### src/hw/rtl/mtep_pkg.sv
`timescale 1ns / 1ps
// ----------------------------------------------------------------------------
// MIDI track event parser package
// Shared types, codes and constants for the track chunk parser.
// ----------------------------------------------------------------------------
package mtep_pkg;

  // Event kinds carried in a result record.
  localparam logic [2:0] KIND_OFF   = 3'd0;
  localparam logic [2:0] KIND_ON    = 3'd1;
  localparam logic [2:0] KIND_TEMPO = 3'd2;
  localparam logic [2:0] KIND_PROG  = 3'd3;
  localparam logic [2:0] KIND_OTHER = 3'd4;
  localparam logic [2:0] KIND_END   = 3'd5;
  localparam logic [2:0] KIND_ERROR = 3'd6;

  localparam logic [31:0] MTRK_TAG = 32'h4D54_726B;

  // One result record as it travels from the parser to the output queue.
  typedef struct packed {
    logic [2:0]  event_kind;
    logic [15:0] track_index;
    logic [27:0] delta_ticks;
    logic [3:0]  channel;
    logic [6:0]  first_data;
    logic [6:0]  second_data;
    logic [23:0] tempo_value;
  } record_t;

  localparam int unsigned RecordWidth = $bits(record_t);

endpackage

### src/hw/rtl/midi_track_event_parser.sv
`timescale 1ns / 1ps
// ----------------------------------------------------------------------------
// MIDI track event parser
// Parses MTrk chunk bytes into note, program, tempo, end-of-track, other and error records.
// ----------------------------------------------------------------------------
// Input channel: drive data_byte_i and raise push; a transaction completes at
// a clock edge with push high and full low. One byte is taken every cycle while full is low.
// Output channel: while empty is low the oldest record is on the result
// ports; a transaction completes at an edge with pop high and empty low.
// Latency: a record caused by a byte is visible the cycle after that byte's
// transaction. Throughput: one byte per cycle while full is low, set by the
// parser state machine; records wait in a QueueDepth-entry queue.
// When the receiver stalls the queue fills; full rises once fewer free
// entries remain than one, so bytes are held back without loss.
// Reset clears the parser to await a track header, track count zero, and
// empties the queue. An error record halts parsing until the next reset.
// ----------------------------------------------------------------------------
module midi_track_event_parser #(
  parameter int unsigned QueueDepth = 4
) (
  input  logic        clk_i,
  input  logic        rst_ni,
  input  logic        push,
  output logic        full,
  input  logic [7:0]  data_byte_i,
  output logic        empty,
  input  logic        pop,
  output logic [2:0]  event_kind_o,
  output logic [15:0] track_index_o,
  output logic [27:0] delta_ticks_o,
  output logic [3:0]  channel_o,
  output logic [6:0]  first_data_o,
  output logic [6:0]  second_data_o,
  output logic [23:0] tempo_value_o
);

  logic              accept;
  logic              rec_valid;
  mtep_pkg::record_t rec, head;
  logic              q_full;

  assign full   = q_full;
  assign accept = push && !q_full;

  mtep_parser u_parser (
    .clk_i        (clk_i),
    .rst_ni       (rst_ni),
    .byte_valid_i (accept),
    .byte_i       (data_byte_i),
    .rec_valid_o  (rec_valid),
    .rec_o        (rec)
  );

  mtep_queue #(.Depth(QueueDepth)) u_queue (
    .clk_i   (clk_i),
    .rst_ni  (rst_ni),
    .wr_i    (rec_valid),
    .wdata_i (rec),
    .rd_i    (pop),
    .rdata_o (head),
    .empty_o (empty),
    .full_o  (q_full)
  );

  assign event_kind_o  = head.event_kind;
  assign track_index_o = head.track_index;
  assign delta_ticks_o = head.delta_ticks;
  assign channel_o     = head.channel;
  assign first_data_o  = head.first_data;
  assign second_data_o = head.second_data;
  assign tempo_value_o = head.tempo_value;

endmodule

### src/hw/rtl/mtep_parser.sv
`timescale 1ns / 1ps
// ----------------------------------------------------------------------------
// MIDI track event parser front end
// Classifies each byte of the track stream and emits at most one record.
// ----------------------------------------------------------------------------
module mtep_parser (
  input  logic                clk_i,
  input  logic                rst_ni,
  input  logic                byte_valid_i,
  input  logic [7:0]          byte_i,
  output logic                rec_valid_o,
  output mtep_pkg::record_t   rec_o
);

  // Parser phase codes.
  localparam logic [3:0] PH_HEADER = 4'd0;
  localparam logic [3:0] PH_DELTA  = 4'd1;
  localparam logic [3:0] PH_STATUS = 4'd2;
  localparam logic [3:0] PH_DATA1  = 4'd3;
  localparam logic [3:0] PH_DATA2  = 4'd4;
  localparam logic [3:0] PH_SYSEX  = 4'd6;
  localparam logic [3:0] PH_MTYPE  = 4'd7;
  localparam logic [3:0] PH_MLEN   = 4'd8;
  localparam logic [3:0] PH_MSKIP  = 4'd9;
  localparam logic [3:0] PH_HALT   = 4'd10;

  logic [3:0]  phase_q, phase_d;
  logic [31:0] hdr_q, hdr_d;
  logic [31:0] remain_q, remain_d;
  logic [27:0] delta_q, delta_d;
  logic [7:0]  rstat_q, rstat_d;
  logic [7:0]  skip_q, skip_d;
  logic [7:0]  held_q, held_d;
  logic [23:0] tempo_q, tempo_d;
  logic [15:0] track_q, track_d;

  logic              emit;
  logic [2:0]        kind;
  logic [3:0]        ch;
  logic [6:0]        d1, d2;
  logic [23:0]       tv;
  logic [7:0]        b;
  logic [7:0]        skip_inc, skip_dec;
  logic [23:0]       tempo_nx;
  logic              meta_done;
  logic [7:0]        meta_type;

  assign b = byte_i;
  assign skip_inc = skip_q + 8'd1;
  assign skip_dec = skip_q - 8'd1;

  // Next-state and record decode for one byte.
  always_comb begin
    phase_d  = phase_q;
    hdr_d    = hdr_q;
    remain_d = remain_q;
    delta_d  = delta_q;
    rstat_d  = rstat_q;
    skip_d   = skip_q;
    held_d   = held_q;
    tempo_d  = tempo_q;
    track_d  = track_q;
    emit     = 1'b0;
    kind     = mtep_pkg::KIND_OTHER;
    ch       = 4'd0;
    d1       = 7'd0;
    d2       = 7'd0;
    tv       = 24'd0;
    meta_done = 1'b0;
    meta_type = held_q;
    tempo_nx  = tempo_q;
    if (byte_valid_i && phase_q != PH_HALT) begin
      if (phase_q == PH_HEADER) begin
        hdr_d  = {hdr_q[23:0], b};
        skip_d = skip_inc;
        if (skip_inc == 8'd4 && hdr_d != mtep_pkg::MTRK_TAG) begin
          emit = 1'b1;
          kind = mtep_pkg::KIND_ERROR;
          phase_d = PH_HALT;
        end else if (skip_inc >= 8'd8) begin
          remain_d = hdr_d;
          skip_d   = 8'd0;
          hdr_d    = 32'd0;
          rstat_d  = 8'd0;
          phase_d  = PH_DELTA;
          delta_d  = 28'd0;
        end
      end else if (remain_q == 32'd0) begin
        emit = 1'b1;
        kind = mtep_pkg::KIND_ERROR;
        phase_d = PH_HALT;
      end else begin
        remain_d = remain_q - 32'd1;
        unique case (phase_q)
          PH_DELTA: begin
            delta_d = {delta_q[20:0], b[6:0]};
            if (!b[7]) phase_d = PH_STATUS;
          end
          PH_STATUS, PH_DATA1: begin
            if (phase_q == PH_STATUS && b[7]) begin
              if (b < 8'hF0) begin
                rstat_d = b;
                phase_d = PH_DATA1;
              end else begin
                rstat_d = 8'd0;
                if (b == 8'hF0) phase_d = PH_SYSEX;
                else if (b == 8'hFF) phase_d = PH_MTYPE;
                else begin
                  emit = 1'b1;
                  kind = mtep_pkg::KIND_ERROR;
                  phase_d = PH_HALT;
                end
              end
            end else if (phase_q == PH_STATUS && !rstat_q[7]) begin
              emit = 1'b1;
              kind = mtep_pkg::KIND_ERROR;
              phase_d = PH_HALT;
            end else if (rstat_q[7:4] == 4'hC || rstat_q[7:4] == 4'hD) begin
              // Single data byte events complete here.
              emit = 1'b1;
              ch   = rstat_q[3:0];
              if (rstat_q[7:4] == 4'hC) begin
                kind = mtep_pkg::KIND_PROG;
                d1   = b[6:0];
              end
              phase_d = PH_DELTA;
              delta_d = 28'd0;
            end else begin
              held_d  = b;
              phase_d = PH_DATA2;
            end
          end
          PH_DATA2: begin
            emit = 1'b1;
            ch   = rstat_q[3:0];
            if (rstat_q[7:4] == 4'h8 || rstat_q[7:4] == 4'h9) begin
              d1 = held_q[6:0];
              d2 = b[6:0];
              kind = (rstat_q[7:4] == 4'h9 && b[6:0] != 7'd0) ?
                     mtep_pkg::KIND_ON : mtep_pkg::KIND_OFF;
            end
            phase_d = PH_DELTA;
            delta_d = 28'd0;
          end
          PH_SYSEX: begin
            if (b == 8'hF7) begin
              emit = 1'b1;
              phase_d = PH_DELTA;
              delta_d = 28'd0;
            end
          end
          PH_MTYPE: begin
            held_d  = b;
            phase_d = PH_MLEN;
          end
          PH_MLEN: begin
            skip_d   = b;
            tempo_d  = 24'd0;
            tempo_nx = 24'd0;
            if (b == 8'd0) meta_done = 1'b1;
            else phase_d = PH_MSKIP;
          end
          PH_MSKIP: begin
            if (held_q == 8'h51) tempo_d = {tempo_q[15:0], b};
            tempo_nx = tempo_d;
            skip_d   = skip_dec;
            if (skip_dec == 8'd0) meta_done = 1'b1;
          end
          default: begin
            emit = 1'b1;
            kind = mtep_pkg::KIND_ERROR;
            phase_d = PH_HALT;
          end
        endcase
        // Meta event fully consumed.
        if (meta_done) begin
          if (meta_type == 8'h2F) begin
            emit     = 1'b1;
            kind     = mtep_pkg::KIND_END;
            track_d  = track_q + 16'd1;
            phase_d  = PH_HEADER;
            skip_d   = 8'd0;
            hdr_d    = 32'd0;
            delta_d  = 28'd0;
            rstat_d  = 8'd0;
          end else begin
            if (meta_type == 8'h51) begin
              emit = 1'b1;
              kind = mtep_pkg::KIND_TEMPO;
              tv   = tempo_nx;
            end else if (meta_type != 8'h03) begin
              emit = 1'b1;
            end
            phase_d = PH_DELTA;
            delta_d = 28'd0;
          end
        end
      end
    end
  end

  // Parser state registers.
  always_ff @(posedge clk_i or negedge rst_ni) begin
    if (!rst_ni) begin
      phase_q  <= PH_HEADER;
      hdr_q    <= '0;
      remain_q <= '0;
      delta_q  <= '0;
      rstat_q  <= '0;
      skip_q   <= '0;
      held_q   <= '0;
      tempo_q  <= '0;
      track_q  <= '0;
    end else begin
      phase_q  <= phase_d;
      hdr_q    <= hdr_d;
      remain_q <= remain_d;
      delta_q  <= delta_d;
      rstat_q  <= rstat_d;
      skip_q   <= skip_d;
      held_q   <= held_d;
      tempo_q  <= tempo_d;
      track_q  <= track_d;
    end
  end

  // The record carries the delta and track as they stood before this byte.
  assign rec_valid_o       = emit;
  assign rec_o.event_kind  = kind;
  assign rec_o.track_index = track_q;
  assign rec_o.delta_ticks = (phase_q == PH_DELTA) ? delta_d : delta_q;
  assign rec_o.channel     = ch;
  assign rec_o.first_data  = d1;
  assign rec_o.second_data = d2;
  assign rec_o.tempo_value = tv;

  // Once halted, the parser stays halted.
  assert property (@(posedge clk_i) disable iff (!rst_ni)
    phase_q == PH_HALT |=> phase_q == PH_HALT)
    else $error("parser left the halted phase");
  // An error record always halts the parser.
  assert property (@(posedge clk_i) disable iff (!rst_ni)
    rec_valid_o && rec_o.event_kind == mtep_pkg::KIND_ERROR |=> phase_q == PH_HALT)
    else $error("error record without halt");
  // No record while halted.
  assert property (@(posedge clk_i) disable iff (!rst_ni)
    phase_q == PH_HALT |-> !rec_valid_o)
    else $error("record emitted while halted");

endmodule

### src/hw/rtl/mtep_queue.sv
`timescale 1ns / 1ps
// ----------------------------------------------------------------------------
// MIDI track event parser record queue
// Small FIFO between the parser and the result port.
// ----------------------------------------------------------------------------
module mtep_queue #(
  parameter int unsigned Depth = 4
) (
  input  logic              clk_i,
  input  logic              rst_ni,
  input  logic              wr_i,
  input  mtep_pkg::record_t wdata_i,
  input  logic              rd_i,
  output mtep_pkg::record_t rdata_o,
  output logic              empty_o,
  output logic              full_o
);

  localparam int unsigned Aw = (Depth > 1) ? $clog2(Depth) : 1;

  mtep_pkg::record_t mem_q [Depth];
  logic [Aw-1:0] wptr_q, rptr_q;
  logic [Aw:0]   cnt_q;
  logic          do_wr, do_rd;

  assign empty_o = (cnt_q == '0);
  assign full_o  = (cnt_q == (Aw+1)'(Depth));
  assign do_wr   = wr_i && !full_o;
  assign do_rd   = rd_i && !empty_o;
  assign rdata_o = mem_q[rptr_q];

  // Storage.
  always_ff @(posedge clk_i) begin
    if (do_wr) mem_q[wptr_q] <= wdata_i;
  end

  // Pointers and fill count.
  always_ff @(posedge clk_i or negedge rst_ni) begin
    if (!rst_ni) begin
      wptr_q <= '0;
      rptr_q <= '0;
      cnt_q  <= '0;
    end else begin
      if (do_wr) wptr_q <= (wptr_q == Aw'(Depth - 1)) ? '0 : wptr_q + 1'b1;
      if (do_rd) rptr_q <= (rptr_q == Aw'(Depth - 1)) ? '0 : rptr_q + 1'b1;
      cnt_q <= cnt_q + (Aw+1)'(do_wr) - (Aw+1)'(do_rd);
    end
  end

  assert property (@(posedge clk_i) disable iff (!rst_ni) cnt_q <= (Aw+1)'(Depth))
    else $error("queue count beyond depth");
  assert property (@(posedge clk_i) disable iff (!rst_ni)
    do_wr && !do_rd |=> cnt_q == $past(cnt_q) + 1'b1)
    else $error("queue count missed a write");
  assert property (@(posedge clk_i) disable iff (!rst_ni)
    do_rd && !do_wr |=> cnt_q == $past(cnt_q) - 1'b1)
    else $error("queue count missed a read");

endmodule
### config.mk
export PLATFORM = sky130hd
export DESIGN_NAME = midi_track_event_parser
export DESIGN_NICKNAME = d
export VERILOG_FILES = /design/src/hw/rtl/mtep_pkg.sv /design/src/hw/rtl/midi_track_event_parser.sv /design/src/hw/rtl/mtep_parser.sv /design/src/hw/rtl/mtep_queue.sv
export SDC_FILE = /design/constraint.sdc
export NUM_CORES = 1
export LEC_CHECK = 0
export ABC_AREA = 1
export BUFFER_PORTS_ARGS = -buffer_cell sky130_fd_sc_hd__buf_2
export CAP_MARGIN = 20
export CORE_UTILIZATION = 55
export CTS_CLUSTER_SIZE = 20
export DETAILED_ROUTE_END_ITERATION = 16
export HOLD_SLACK_MARGIN = 0.08
export PLACE_DENSITY = 0.87
export SKIP_CTS_REPAIR_TIMING = 1
export SYNTH_ARGS = -nofsm -noshare
export SYNTH_HDL_FRONTEND = slang
export SYNTH_HIERARCHICAL = 1
export SYNTH_SLANG_ARGS = --single-unit
### constraint.sdc
create_clock -name clk_i -period 6.6 [get_ports clk_i]
set_clock_uncertainty 0.05 [all_clocks]
set_input_delay 0.66 -clock clk_i [delete_from_list [all_inputs] [get_ports clk_i]]
set_output_delay 0.66 -clock clk_i [all_outputs]
set_load 0.005 [all_outputs]
After elaboration in Yosys (flattened, before gate mapping)
Memories as Yosys holds them, arrays and structs flattened.
Index checks and enable logic that the tools add are counted.
{"block": "word_totals", "regBits": 159, "mem_bits_rw": 356, "mem_count": 1}
{"memory": "u_queue.mem_q", "depth": 4, "word_bits": 89, "read_ports": 1, "rd_ports_with_merged_regs": 0, "write_ports": 1, "line": "mtep_queue.sv:21", "text": "mtep_pkg::record_t mem_q [Depth];"}
{"block": "classes", "addsub": 8, "order_cmp": 2, "n_eq_ne": 35, "mux": 130, "bitwise_logic": 2, "n_reduce_logical": 32}
{"cell": "24-bit two-way mux", "count": 13}
{"cell": "28-bit two-way mux", "count": 11}
{"cell": "8-bit two-way mux", "count": 18}
{"cell": "32-bit two-way mux", "count": 4}
{"cell": "28-bit case mux with 4 select lines", "count": 1}
{"cell": "7-bit two-way mux", "count": 13}
{"cell": "4-bit two-way mux", "count": 19}
{"cell": "24-bit case mux with 2 select lines", "count": 1}
{"cell": "3-bit two-way mux", "count": 14}
{"cell": "32-bit zero test", "count": 1}
{"cell": "32-bit by 31-bit != test with 1-bit output, second input constant", "count": 1}
{"cell": "8-bit case mux with 2 select lines", "count": 2}
{"cell": "32-bit by 1-bit subtractor with 32-bit output, second input constant", "count": 1}
{"cell": "4-bit case mux with 7 select lines", "count": 1}
{"cell": "4-bit equality test, second input constant", "count": 6}
{"cell": "8-bit equality test, second input constant", "count": 3}
{"cell": "1-bit two-way mux", "count": 24}
{"cell": "16-bit by 1-bit adder with 16-bit output, second input constant", "count": 1}
{"cell": "8-bit zero test", "count": 2}
{"cell": "7-bit case mux with 2 select lines", "count": 1}
{"cell": "4-bit by 3-bit equality test with 1-bit output, second input constant", "count": 3}
{"cell": "2-bit != test, second input constant", "count": 5}
{"cell": "3-bit case mux with 3 select lines", "count": 1}
{"cell": "8-bit by 1-bit adder with 8-bit output, second input constant", "count": 1}
{"cell": "other kinds (42)", "count": 62}

Logic depth before layout (Yosys ltp)
Gate-level depths: netlist of the first run.
{"block": "depth", "word_depth": 16, "ltp_mapped": 19, "mapped_depth_nobuf": 19}

Hierarchy
Netlist of the first run, hierarchy kept.
{"mod": "mtep_queue", "instances": 1, "cells_each": 1096, "area_per_inst_um2": 14844.2}
{"mod": "mtep_parser", "instances": 1, "cells_each": 1497, "area_per_inst_um2": 10436.3}
{"mod": "midi_track_event_parser", "instances": 1, "cells_each": 2, "area_per_inst_um2": 10.0}

Least setup slack after synthesis of the first run
OpenSTA, ideal clock, no wires.
{"block": "synth_path", "path_kind": "register -> register", "start": "register u_parser.skip_q[0]", "end": "memory u_queue/mem_q[0][0] (netlist name) (enable)", "arrival_ns": 5.677, "path_slack_ns": 0.335, "stages_incl_launch_ff": 15, "path_buffers": 0, "period_less_slack_ns": 6.265, "path_cell_list": "dfrtp_1 > inv_2 > ha_1 > nand2_1 > nor2_1 > nand3_1 > nand2_1 > nand3_2 > nor2_4 > inv_1 > nand2_2 > o41ai_1 > a21oi_1 > nand2_1 > nor2_1"}
{"block": "synth_via", "elab_chain_len": 14}
{"element": "start: declaration", "line": "mtep_parser.sv:32", "text": "logic [7:0] skip_q, skip_d;"}
{"element": "start signal: assignment", "line": "mtep_parser.sv:220", "text": "skip_q <= skip_d;"}
{"element": "8-bit by 1-bit subtractor with 8-bit output", "line": "mtep_parser.sv:50", "text": "assign skip_dec = skip_q - 8'd1;"}
{"element": "8-bit zero test", "line": "mtep_parser.sv:167", "text": "if (skip_dec == 8'd0) meta_done = 1'b1;"}
{"element": "1-bit two-way mux", "line": "mtep_parser.sv:167"}
{"element": "1-bit case mux with 2 select lines", "line": "mtep_parser.sv:94", "text": "unique case (phase_q)"}
{"element": "1-bit two-way mux", "line": "mtep_parser.sv:88", "text": "end else if (remain_q == 32'd0) begin"}
{"element": "1-bit two-way mux", "line": "mtep_parser.sv:73", "text": "if (phase_q == PH_HEADER) begin"}
{"element": "1-bit two-way mux", "line": "mtep_parser.sv:72", "text": "if (byte_valid_i && phase_q != PH_HALT) begin"}
{"element": "1-bit two-way mux", "line": "mtep_parser.sv:176", "text": "if (meta_done) begin"}
{"element": "1-bit two-way mux", "line": "mtep_parser.sv:88"}
{"element": "1-bit two-way mux *", "line": "mtep_parser.sv:73"}
{"element": "1-bit two-way mux *", "line": "mtep_parser.sv:72"}
{"element": "net rec_valid", "line": "midi_track_event_parser.sv:38", "text": "logic rec_valid;"}
{"element": "1-bit logical AND *", "line": "mtep_queue.sv:28", "text": "assign do_wr = wr_i && !full_o;"}
{"element": "1-bit two-way mux *", "line": "mtep_queue.sv:34", "text": "if (do_wr) mem_q[wptr_q] <= wdata_i;"}
{"element": "1-bit two-way mux (implied by the code) *", "line": "mtep_queue.sv:34"}
{"element": "end: declaration", "line": "mtep_queue.sv:21"}
Mark *: on every way through the listed nets, which the timed path passes. The rest lies on a longest branch. The select of a mux whose other input is x is not followed.

Final worst setup path of the first run
{"block": "layout_path", "start": "register u_parser.phase_q[3]", "end": "memory u_queue/mem_q[2][73] (netlist name) (enable)"}
{"block": "layout_via", "elab_chain_len": 15}
{"element": "start: declaration", "line": "mtep_parser.sv:27", "text": "logic [3:0] phase_q, phase_d;"}
{"element": "start signal: assignment", "line": "mtep_parser.sv:215", "text": "phase_q <= phase_d;"}
{"element": "4-bit by 2-bit equality test with 1-bit output", "line": "mtep_parser.sv:94, mtep_parser.sv:100, mtep_parser.sv:114"}
{"element": "1-bit logical AND", "line": "mtep_parser.sv:114", "text": "end else if (phase_q == PH_STATUS && !rstat_q[7]) begin"}
{"element": "1-bit two-way mux", "line": "mtep_parser.sv:114"}
{"element": "1-bit two-way mux", "line": "mtep_parser.sv:100", "text": "if (phase_q == PH_STATUS && b[7]) begin"}
{"element": "1-bit case mux with 3 select lines", "line": "mtep_parser.sv:94"}
{"element": "1-bit two-way mux", "line": "mtep_parser.sv:191", "text": "end else if (meta_type != 8'h03) begin"}
{"element": "1-bit two-way mux", "line": "mtep_parser.sv:187", "text": "if (meta_type == 8'h51) begin"}
{"element": "1-bit two-way mux", "line": "mtep_parser.sv:177", "text": "if (meta_type == 8'h2F) begin"}
{"element": "1-bit two-way mux", "line": "mtep_parser.sv:176"}
{"element": "1-bit two-way mux", "line": "mtep_parser.sv:88"}
{"element": "1-bit two-way mux", "line": "mtep_parser.sv:73"}
{"element": "1-bit two-way mux *", "line": "mtep_parser.sv:72"}
{"element": "net rec_valid", "line": "midi_track_event_parser.sv:38"}
{"element": "1-bit logical AND *", "line": "mtep_queue.sv:28"}
{"element": "1-bit two-way mux *", "line": "mtep_queue.sv:34"}
{"element": "1-bit two-way mux (implied by the code) *", "line": "mtep_queue.sv:34"}
Marked as above.

==> results of run 1 <==
metrics by stage:
step	std cells	setup slack, ns
3_5_place_dp	3184	2.22
5_1_grt	3277	1.85
2_1_floorplan	2595	0.335
3_3_place_gp	3184	2.35
6_report	3277	2.18
4_1_cts	3277	2.18
state kept, by name, summed over array words and instances, names as in the netlist:
register           flops
u_queue/wptr_q         2
u_parser/rstat_q       8
u_parser/track_q      16
u_queue/rptr_q         2
u_parser/delta_q      28
u_parser/held_q        8
u_parser/remain_q     32
u_parser/skip_q        8
u_queue/cnt_q          3
u_parser/hdr_q        24
u_queue/mem_q        356
u_parser/phase_q       4
u_parser/tempo_q      24
cell type report:
type | instances | area share [%]
tap | 600 | 2.72
clock inverter | 27 | 1.41
sequential | 515 | 53.2
timing repair buffer | 117 | 2.42
inverter | 338 | 4.63
multi-input combinational | 1614 | 30.6
clock buffer | 66 | 5.01
synth_stat cells (3+ instances only):
| master | count | area share [%] |
|---|---|---|
| sky130_fd_sc_hd__a31oi_1 | 10 | 0.25 |
| sky130_fd_sc_hd__nor2_1 | 174 | 2.6 |
| sky130_fd_sc_hd__nor2_4 | 12 | 0.53 |
| sky130_fd_sc_hd__o21ai_2 | 17 | 0.59 |
| sky130_fd_sc_hd__edfxtp_1 | 356 | 42 |
| sky130_fd_sc_hd__and2_1 | 12 | 0.30 |
| sky130_fd_sc_hd__buf_8 | 3 | 0.18 |
| sky130_fd_sc_hd__nor4_1 | 6 | 0.15 |
| sky130_fd_sc_hd__clkbuf_1 | 25 | 0.37 |
| sky130_fd_sc_hd__nand3_1 | 117 | 2.3 |
| sky130_fd_sc_hd__nand3b_1 | 4 | 0.12 |
| sky130_fd_sc_hd__o21ai_1 | 18 | 0.36 |
| sky130_fd_sc_hd__dfrtp_1 | 159 | 16 |
| sky130_fd_sc_hd__o211ai_1 | 148 | 4.4 |
| sky130_fd_sc_hd__nand4_1 | 49 | 1.2 |
| sky130_fd_sc_hd__nor2_2 | 7 | 0.17 |
| sky130_fd_sc_hd__buf_6 | 46 | 2.0 |
| sky130_fd_sc_hd__a21oi_1 | 35 | 0.69 |
| sky130_fd_sc_hd__buf_2 | 47 | 0.93 |
| sky130_fd_sc_hd__nand3_2 | 16 | 0.63 |
| sky130_fd_sc_hd__o21ai_0 | 95 | 1.9 |
| sky130_fd_sc_hd__nand2_1 | 678 | 10 |
| sky130_fd_sc_hd__xnor2_1 | 5 | 0.17 |
| sky130_fd_sc_hd__o22ai_1 | 32 | 0.79 |
| sky130_fd_sc_hd__nand2_2 | 20 | 0.49 |
| sky130_fd_sc_hd__buf_4 | 5 | 0.15 |
| sky130_fd_sc_hd__inv_2 | 12 | 0.18 |
| sky130_fd_sc_hd__a22oi_1 | 17 | 0.50 |
| sky130_fd_sc_hd__o211ai_2 | 30 | 1.5 |
| sky130_fd_sc_hd__inv_4 | 3 | 0.074 |
| sky130_fd_sc_hd__inv_1 | 322 | 4.8 |
| sky130_fd_sc_hd__xor2_1 | 24 | 0.83 |
| sky130_fd_sc_hd__nor3_1 | 48 | 0.95 |
| sky130_fd_sc_hd__or2_2 | 3 | 0.074 |
| sky130_fd_sc_hd__ha_1 | 14 | 0.69 |
critical path: cells and delay by family, from the launching register on:
family | cells | cell delay [ns]
DFF | 1 | 0.41
and+or+nand+nor | 5 | 1.70
AOI/OAI and AO/OA | 3 | 0.57
buffers and inverters | 3 | 1.29
metal layers:
layer | share of wire [%] | vias up | routed length [um] | global-route usage [%]
met1 | 39 | 9176 | 24300 | 34.8
met5 | 0.016 | - | 10 | 0
met4 | 3.2 | 2 | 2010 | 9.32
met2 | 50 | 976 | 31100 | 45.5
met3 | 8.2 | 166 | 5130 | 4.28
li1 | - | 8846 | - | -
kinds of logic after synthesis:
kind of cell	synth area share (%)
xor gates and xnor gates	1.00
AOI/OAI and AO/OA	11.4
adders and majority gates	0.772
and+or+nand+nor	20.0
buffers and inverters	8.75
DFF	58.0
power breakdown:
| part | switching, mW | internal (mW) |
|---|---|---|
| clock network | 1.25 | 1.84 |
| registers | 0.494 | 4.34 |
| logic | 3.20 | 1.43 |
worst max path at each step:
stage          slack (ns)                        endpoint  cells past startpoint                             from
2_1_floorplan        0.33   u_queue/mem_q[0][0]$_DFFE_PP_                     14   u_parser/skip_q[0]$_DFFE_PN0P_
3_3_place_gp         2.35  u_queue/mem_q[2][75]$_DFFE_PP_                     13   u_parser/skip_q[2]$_DFFE_PN0P_
3_5_place_dp         2.22  u_queue/mem_q[2][77]$_DFFE_PP_                     11  u_parser/phase_q[3]$_DFFE_PN0P_
4_1_cts              2.18  u_queue/mem_q[2][77]$_DFFE_PP_                     11  u_parser/phase_q[3]$_DFFE_PN0P_
5_1_grt              1.85  u_queue/mem_q[2][77]$_DFFE_PP_                     11  u_parser/phase_q[3]$_DFFE_PN0P_
6_report             2.18  u_queue/mem_q[2][73]$_DFFE_PP_                     11  u_parser/phase_q[3]$_DFFE_PN0P_
cells in the final DEF, fill, tap and decap left out, types with 12 or more instances in the layout:
master,synthesis,final
sky130_fd_sc_hd__nand2_1,678,678
sky130_fd_sc_hd__edfxtp_1,356,356
sky130_fd_sc_hd__inv_1,322,322
sky130_fd_sc_hd__nor2_1,174,170
sky130_fd_sc_hd__dfrtp_1,159,157
sky130_fd_sc_hd__o211ai_1,148,148
sky130_fd_sc_hd__nand3_1,117,117
sky130_fd_sc_hd__buf_2,47,101
sky130_fd_sc_hd__o21ai_0,95,95
sky130_fd_sc_hd__clkbuf_16,0,51
sky130_fd_sc_hd__nand4_1,49,49
sky130_fd_sc_hd__nor3_1,48,48
sky130_fd_sc_hd__a21oi_1,35,35
sky130_fd_sc_hd__o22ai_1,32,32
sky130_fd_sc_hd__o211ai_2,30,30
sky130_fd_sc_hd__xor2_1,24,24
sky130_fd_sc_hd__nand2_2,20,20
sky130_fd_sc_hd__o21ai_1,18,18
sky130_fd_sc_hd__o21ai_2,17,17
sky130_fd_sc_hd__a22oi_1,17,17
sky130_fd_sc_hd__nor2_4,12,16
sky130_fd_sc_hd__nand3_2,16,16
sky130_fd_sc_hd__ha_1,14,14
sky130_fd_sc_hd__buf_4,5,12
sky130_fd_sc_hd__inv_2,12,12
sky130_fd_sc_hd__and2_1,12,12
==> impl_metrics.ini, run 1 <==
[run_status]
status = complete, no violations

[floorplanning]
floorplan.die.height_um = 216
io-pin-count = 103
die_area_um2 = 46800
die_boundary_width_um = 216
core_region_area_um2 = 45400
floorplan.initialDensity_pct = 55.7
core.rowCount = 78

[route]
vias = 19166
drt-initial-drc-count = 2255
detail_route.first_pass.iterations = 9
drt_drc_violations_left = 0
post_route_antenna_net_violation_count = 0
routed_wirelength_mm = 62.6
vias_per_cell = 5.85
avgRoutedWirePerCell_um = 19.1

[sta]
tightestPinTransition_ns = 1.12
min_period_over_period_pct = 67.0
holdWs_ns = 0.0926
timing.final.max_slew_violations = 0
timing.final.crit_period_ns = 4.42
grt_setup_unrepaired = no
fmax_mhz = 226
finalHoldViolations = 0
worst_slew_margin_rel_pct = 25.5
finalSetupViolCount = 0
tns_ns = 0

[yosys]
synth.lib_cells_used.distinct = 55
ys.warnings.count = 6
dominantRegCellSynth = sky130_fd_sc_hd__edfxtp_1
ys_seq_elements = 515
syn-num-nets = 2622
yosysSeqAreaShare_pct = 58.0
synth-edff-count = 356
synth.avg_cell_area_um2 = 9.75
postSynthCellCount = 2595
mappedNetlistArea_um2 = 25300
async_reset_ff_share_pct = 30.9

[global_routing]
pin_count_of_the_biggest_net_entering_global_routing = 220
grt_util_all_layers_pct = 26.7
antenna_found_initial = 1
grt_pass1_vias = 18529
grt_first_pass_wirelength_mm = 99.1
grt_remaining_overflow = 0

[worst_setup_path]
crit_top_cell = sky130_fd_sc_hd__nor2_4
critical_path.cell_chain = nor2_1, inv_1, nor2_4, buf_4, nor2_4, o311ai_0, a21oi_1, a21oi_1, nand2_1, nor2_4, buf_4
worstReg2RegEnd = u_queue/mem_q[2][73]$_DFFE_PP_
crit_arrival_ns = 4.60
kind_of_critical_path = reg2reg
rr_startpoint = u_parser/phase_q[3]$_DFFE_PN0P_
worst-r2r-setup-slack_ns = 2.18
startpoint_type = register
r2r_cells = 11
timing.critical_path.required_ns = 6.78
cpMaxStageDelayCell = sky130_fd_sc_hd__nor2_4
slowest_delay_ns = 0.75
critical_path_peak_fanout = 67
critical_path_end_type = register

[layout]
antennaDiodeCount = 0
finalNetCount = 2663
synthToLayoutAreaGrowth_pct = 9.04
final.fill_count = 3524
final-seq-area_um2 = 14700
final_core_utilization_pct = 60.8
share_of_cells_above_drive_strength_1_pct = 12.3
multiInputGateArea_um2 = 8440
postLayoutCellArea_um2 = 27600

[place]
routabilityCongestion = 0.927
post-dp-hpwl_mm = 39.7
postPlaceCellArea_um2 = 25800
port_buffers = 102

[cts]
tritoncts_num_sinks = 515
tritoncts = yes
ctsHtreeMaxLevel = 2
cts.clk_slew.worst_paths_ns = 0.07
worst_skew_pair.late_latency_ns = 0.60
max-clock-path-buffers = 3
cts_made_buffers = 50
cts.root.buffer_cell = sky130_fd_sc_hd__clkbuf_16

[power_and_ir_drop]
peak_supply_drop_v = 0.000367
power.leakage_nw = 11.5
report.power.total_mw = 12.5
p_per_area_nw_per_um2 = 455

[worst_hold_path]
min-delay-path-class = in2async

[run]
maxCapViolations = 0
Power figures use the tool's default switching activity.
==> inputs of run 2 (changes only) <==
Clock period 6.6 ns to 4 ns, I/O delays scaled along.
==> run 2 against run 1 <==
  * Count of clock-buffer cells in the layout rose by 1
  * Sequential cell count unchanged
  * Sequential power rose by 65%
  * Sequential share of layout area down 0.33 points
  * Die area did not move
  * Maximum frequency grew 22%
  * Core utilization grew 0.38 points
  * Register-to-register slack lost 1.8 ns
  * Global-route usage is 0.97 points lower
  * Non-clock buffer count grew 18
  * Final area increased by 0.63%
  * Highest routed layer unchanged
==> impl_metrics.ini, run 2 (synthesis gave the netlist of run 1 again) <==
[sta]
grt_setup_unrepaired = no
tightestPinTransition_ns = 1.14
fmax_mhz = 276
worst_slew_margin_rel_pct = 24.2
finalSetupViolCount = 0
min_period_over_period_pct = 90.6
timing.final.max_slew_violations = 0
timing.final.crit_period_ns = 3.62
finalHoldViolations = 0
setup_ws_ns = 0.377

[layout]
postLayoutCellArea_um2 = 27700
registers.top_by_ff_count = u_queue/mem_q
multiInputGateArea_um2 = 8440
final.fill_count = 3457
final_core_utilization_pct = 61.1
layout_commonest_cell = sky130_fd_sc_hd__nand2_1
finalNetCount = 2681
largest_registers = u_queue/mem_q (356), u_parser/remain_q (32), u_parser/delta_q (28)
antennaDiodeCount = 0
final_cells = 3295
share_of_cells_above_drive_strength_1_pct = 12.6
largest_reg_flops = 356
layout_common_cells = sky130_fd_sc_hd__nand2_1, sky130_fd_sc_hd__edfxtp_1, sky130_fd_sc_hd__inv_1
final-seq-area_um2 = 14700
synthToLayoutAreaGrowth_pct = 9.72

[power_and_ir_drop]
power_report.internal_total_mw = 12.5
report.power.total_mw = 20.5
switchingPower_mw = 8.00
power.leakage_nw = 11.6
p_per_area_nw_per_um2 = 740
peak_supply_drop_v = 0.000703
power.share.switching_pct = 39.0
power.combinational.fraction_pct = 37.5
power.share.sequential_pct = 38.9
power.clock.fraction_pct = 23.6

[cts]
cts.clk_slew.worst_paths_ns = 0.07
cts_made_buffers = 50
ctsHtreeMaxLevel = 2
tritoncts_num_sinks = 515
cts.root.buffer_cell = sky130_fd_sc_hd__clkbuf_16
worst_skew_pair.late_latency_ns = 0.58
max-clock-path-buffers = 3
tritoncts = yes

[global_routing]
grt_first_pass_wirelength_mm = 96.2
grt_util_all_layers_pct = 25.8
antenna_found_initial = 1
grt_remaining_overflow = 0
pin_count_of_the_biggest_net_entering_global_routing = 107
grt_pass1_vias = 18279

[floorplanning]
io-pin-count = 103
core_region_area_um2 = 45400
floorplan.die.height_um = 216
die_area_um2 = 46800
die_boundary_width_um = 216
core.rowCount = 78
floorplan.initialDensity_pct = 55.7

[route]
wl_met3_mm = 4.76
drt_drc_violations_left = 0
routed.top_layer = met5
route.layer.met1.wl_mm = 24.3
vias_per_cell = 5.79
routed_wirelength_mm = 60.6
dr_wl_met2_mm = 29.9
avgRoutedWirePerCell_um = 18.4
drt-initial-drc-count = 2191
post_route_antenna_net_violation_count = 0
vias = 19080
detail_route.first_pass.iterations = 8

[place]
port_buffers = 102
placement.setup.worst_slack_ns = 0.459
dp.cells = 3199
postPlaceCellArea_um2 = 26000
routabilityCongestion = 0.913
post-dp-hpwl_mm = 38.3

[worst_setup_path]
timing.critical_path.required_ns = 4.16
startpoint_type = register
kind_of_critical_path = reg2reg
crit_arrival_ns = 3.78
critical_path_end_type = register
critical_path_peak_fanout = 34

[worst_hold_path]
min-delay-path-class = in2reg

[run]
maxCapViolations = 0

[run_status]
status = complete, no violations
## run 2: changes by cell type in the layout (fill, tap and decap cells not counted), sizes merged
cell / previous run / this run
clkinvlp: 4 / 3
clkinv: 11 / 17
dlygate4sd3: 0 / 2
buf: 117 / 133
inv: 341 / 338
bufinv: 9 / 6
clkbuf: 66 / 67
## run 2: final cells by class
class                      instances  area share, %
timing repair buffer             135           3.30
multi-input combinational       1614           30.4
tap                              600           2.71
clock buffer                      67           5.08
sequential                       515           52.9
clock inverter                    26           1.03
inverter                         338           4.60
## run 2: critical path, stage by stage, from the launching register on
cell and delay [ns]:
sky130_fd_sc_hd__dfrtp_1 0.59, sky130_fd_sc_hd__nand2_2 0.11, sky130_fd_sc_hd__nor2_1 0.15, sky130_fd_sc_hd__nand2_1 0.06, sky130_fd_sc_hd__nand2_1 0.06, sky130_fd_sc_hd__nand2_1 0.08
sky130_fd_sc_hd__nor2_4 0.14, sky130_fd_sc_hd__nand3_1 0.19, sky130_fd_sc_hd__o21ai_1 0.45, sky130_fd_sc_hd__nand2_1 0.10, sky130_fd_sc_hd__a21oi_1 0.28, sky130_fd_sc_hd__nand2_1 0.13
sky130_fd_sc_hd__buf_4 0.20, sky130_fd_sc_hd__nor2_4 0.13, sky130_fd_sc_hd__buf_4 0.47
## run 2: per-layer routing
metal / GRT usage, % / vias to the layer above
met5: 0 / -
met4: 8.54 / 2
met3: 4.10 / 129
met2: 43.5 / 906
met1: 34.0 / 9164
li1: - / 8879
## run 2: stage by stage
stage	TNS, ns	hold WS (ns)
2_1_floorplan	-289.90	0.0544
3_3_place_gp	0	0.422
3_5_place_dp	0	0.437
4_1_cts	0	-0.0430
5_1_grt	0	0.120
6_report	0	0.136
## run 2: final timing paths
path,start,end,slack (ns),depth (start not counted)
min,data_byte_i[7],u_parser/hdr_q[7]$_DFFE_PN0P_,0.14,3
min in group asynchronous,rst_ni,u_parser/skip_q[3]$_DFFE_PN0P_,0.24,2
max reg2reg,u_parser/skip_q[2]$_DFFE_PN0P_,u_queue/mem_q[2][34]$_DFFE_PP_,0.38,14
max in group asynchronous,rst_ni,u_parser/tempo_q[17]$_DFFE_PN0P_,2.94,3
max,u_parser/skip_q[2]$_DFFE_PN0P_,u_queue/mem_q[2][34]$_DFFE_PP_,0.38,14
min reg2reg,u_parser/hdr_q[11]$_DFFE_PN0P_,u_parser/hdr_q[11]$_DFFE_PN0P_,0.46,2
## run 2: power groups by stage
stage / Combinational (mW) / Clock (mW) / Sequential (mW)
finish: 7.71 / 4.84 / 7.98
global route: 8.50 / 5.11 / 8.10
CTS: 7.68 / 4.89 / 7.96
detailed placement: 7.60 / 0 / 8.04
global placement: 7.38 / 0 / 7.97
floorplan: 5.73 / 0 / 7.76
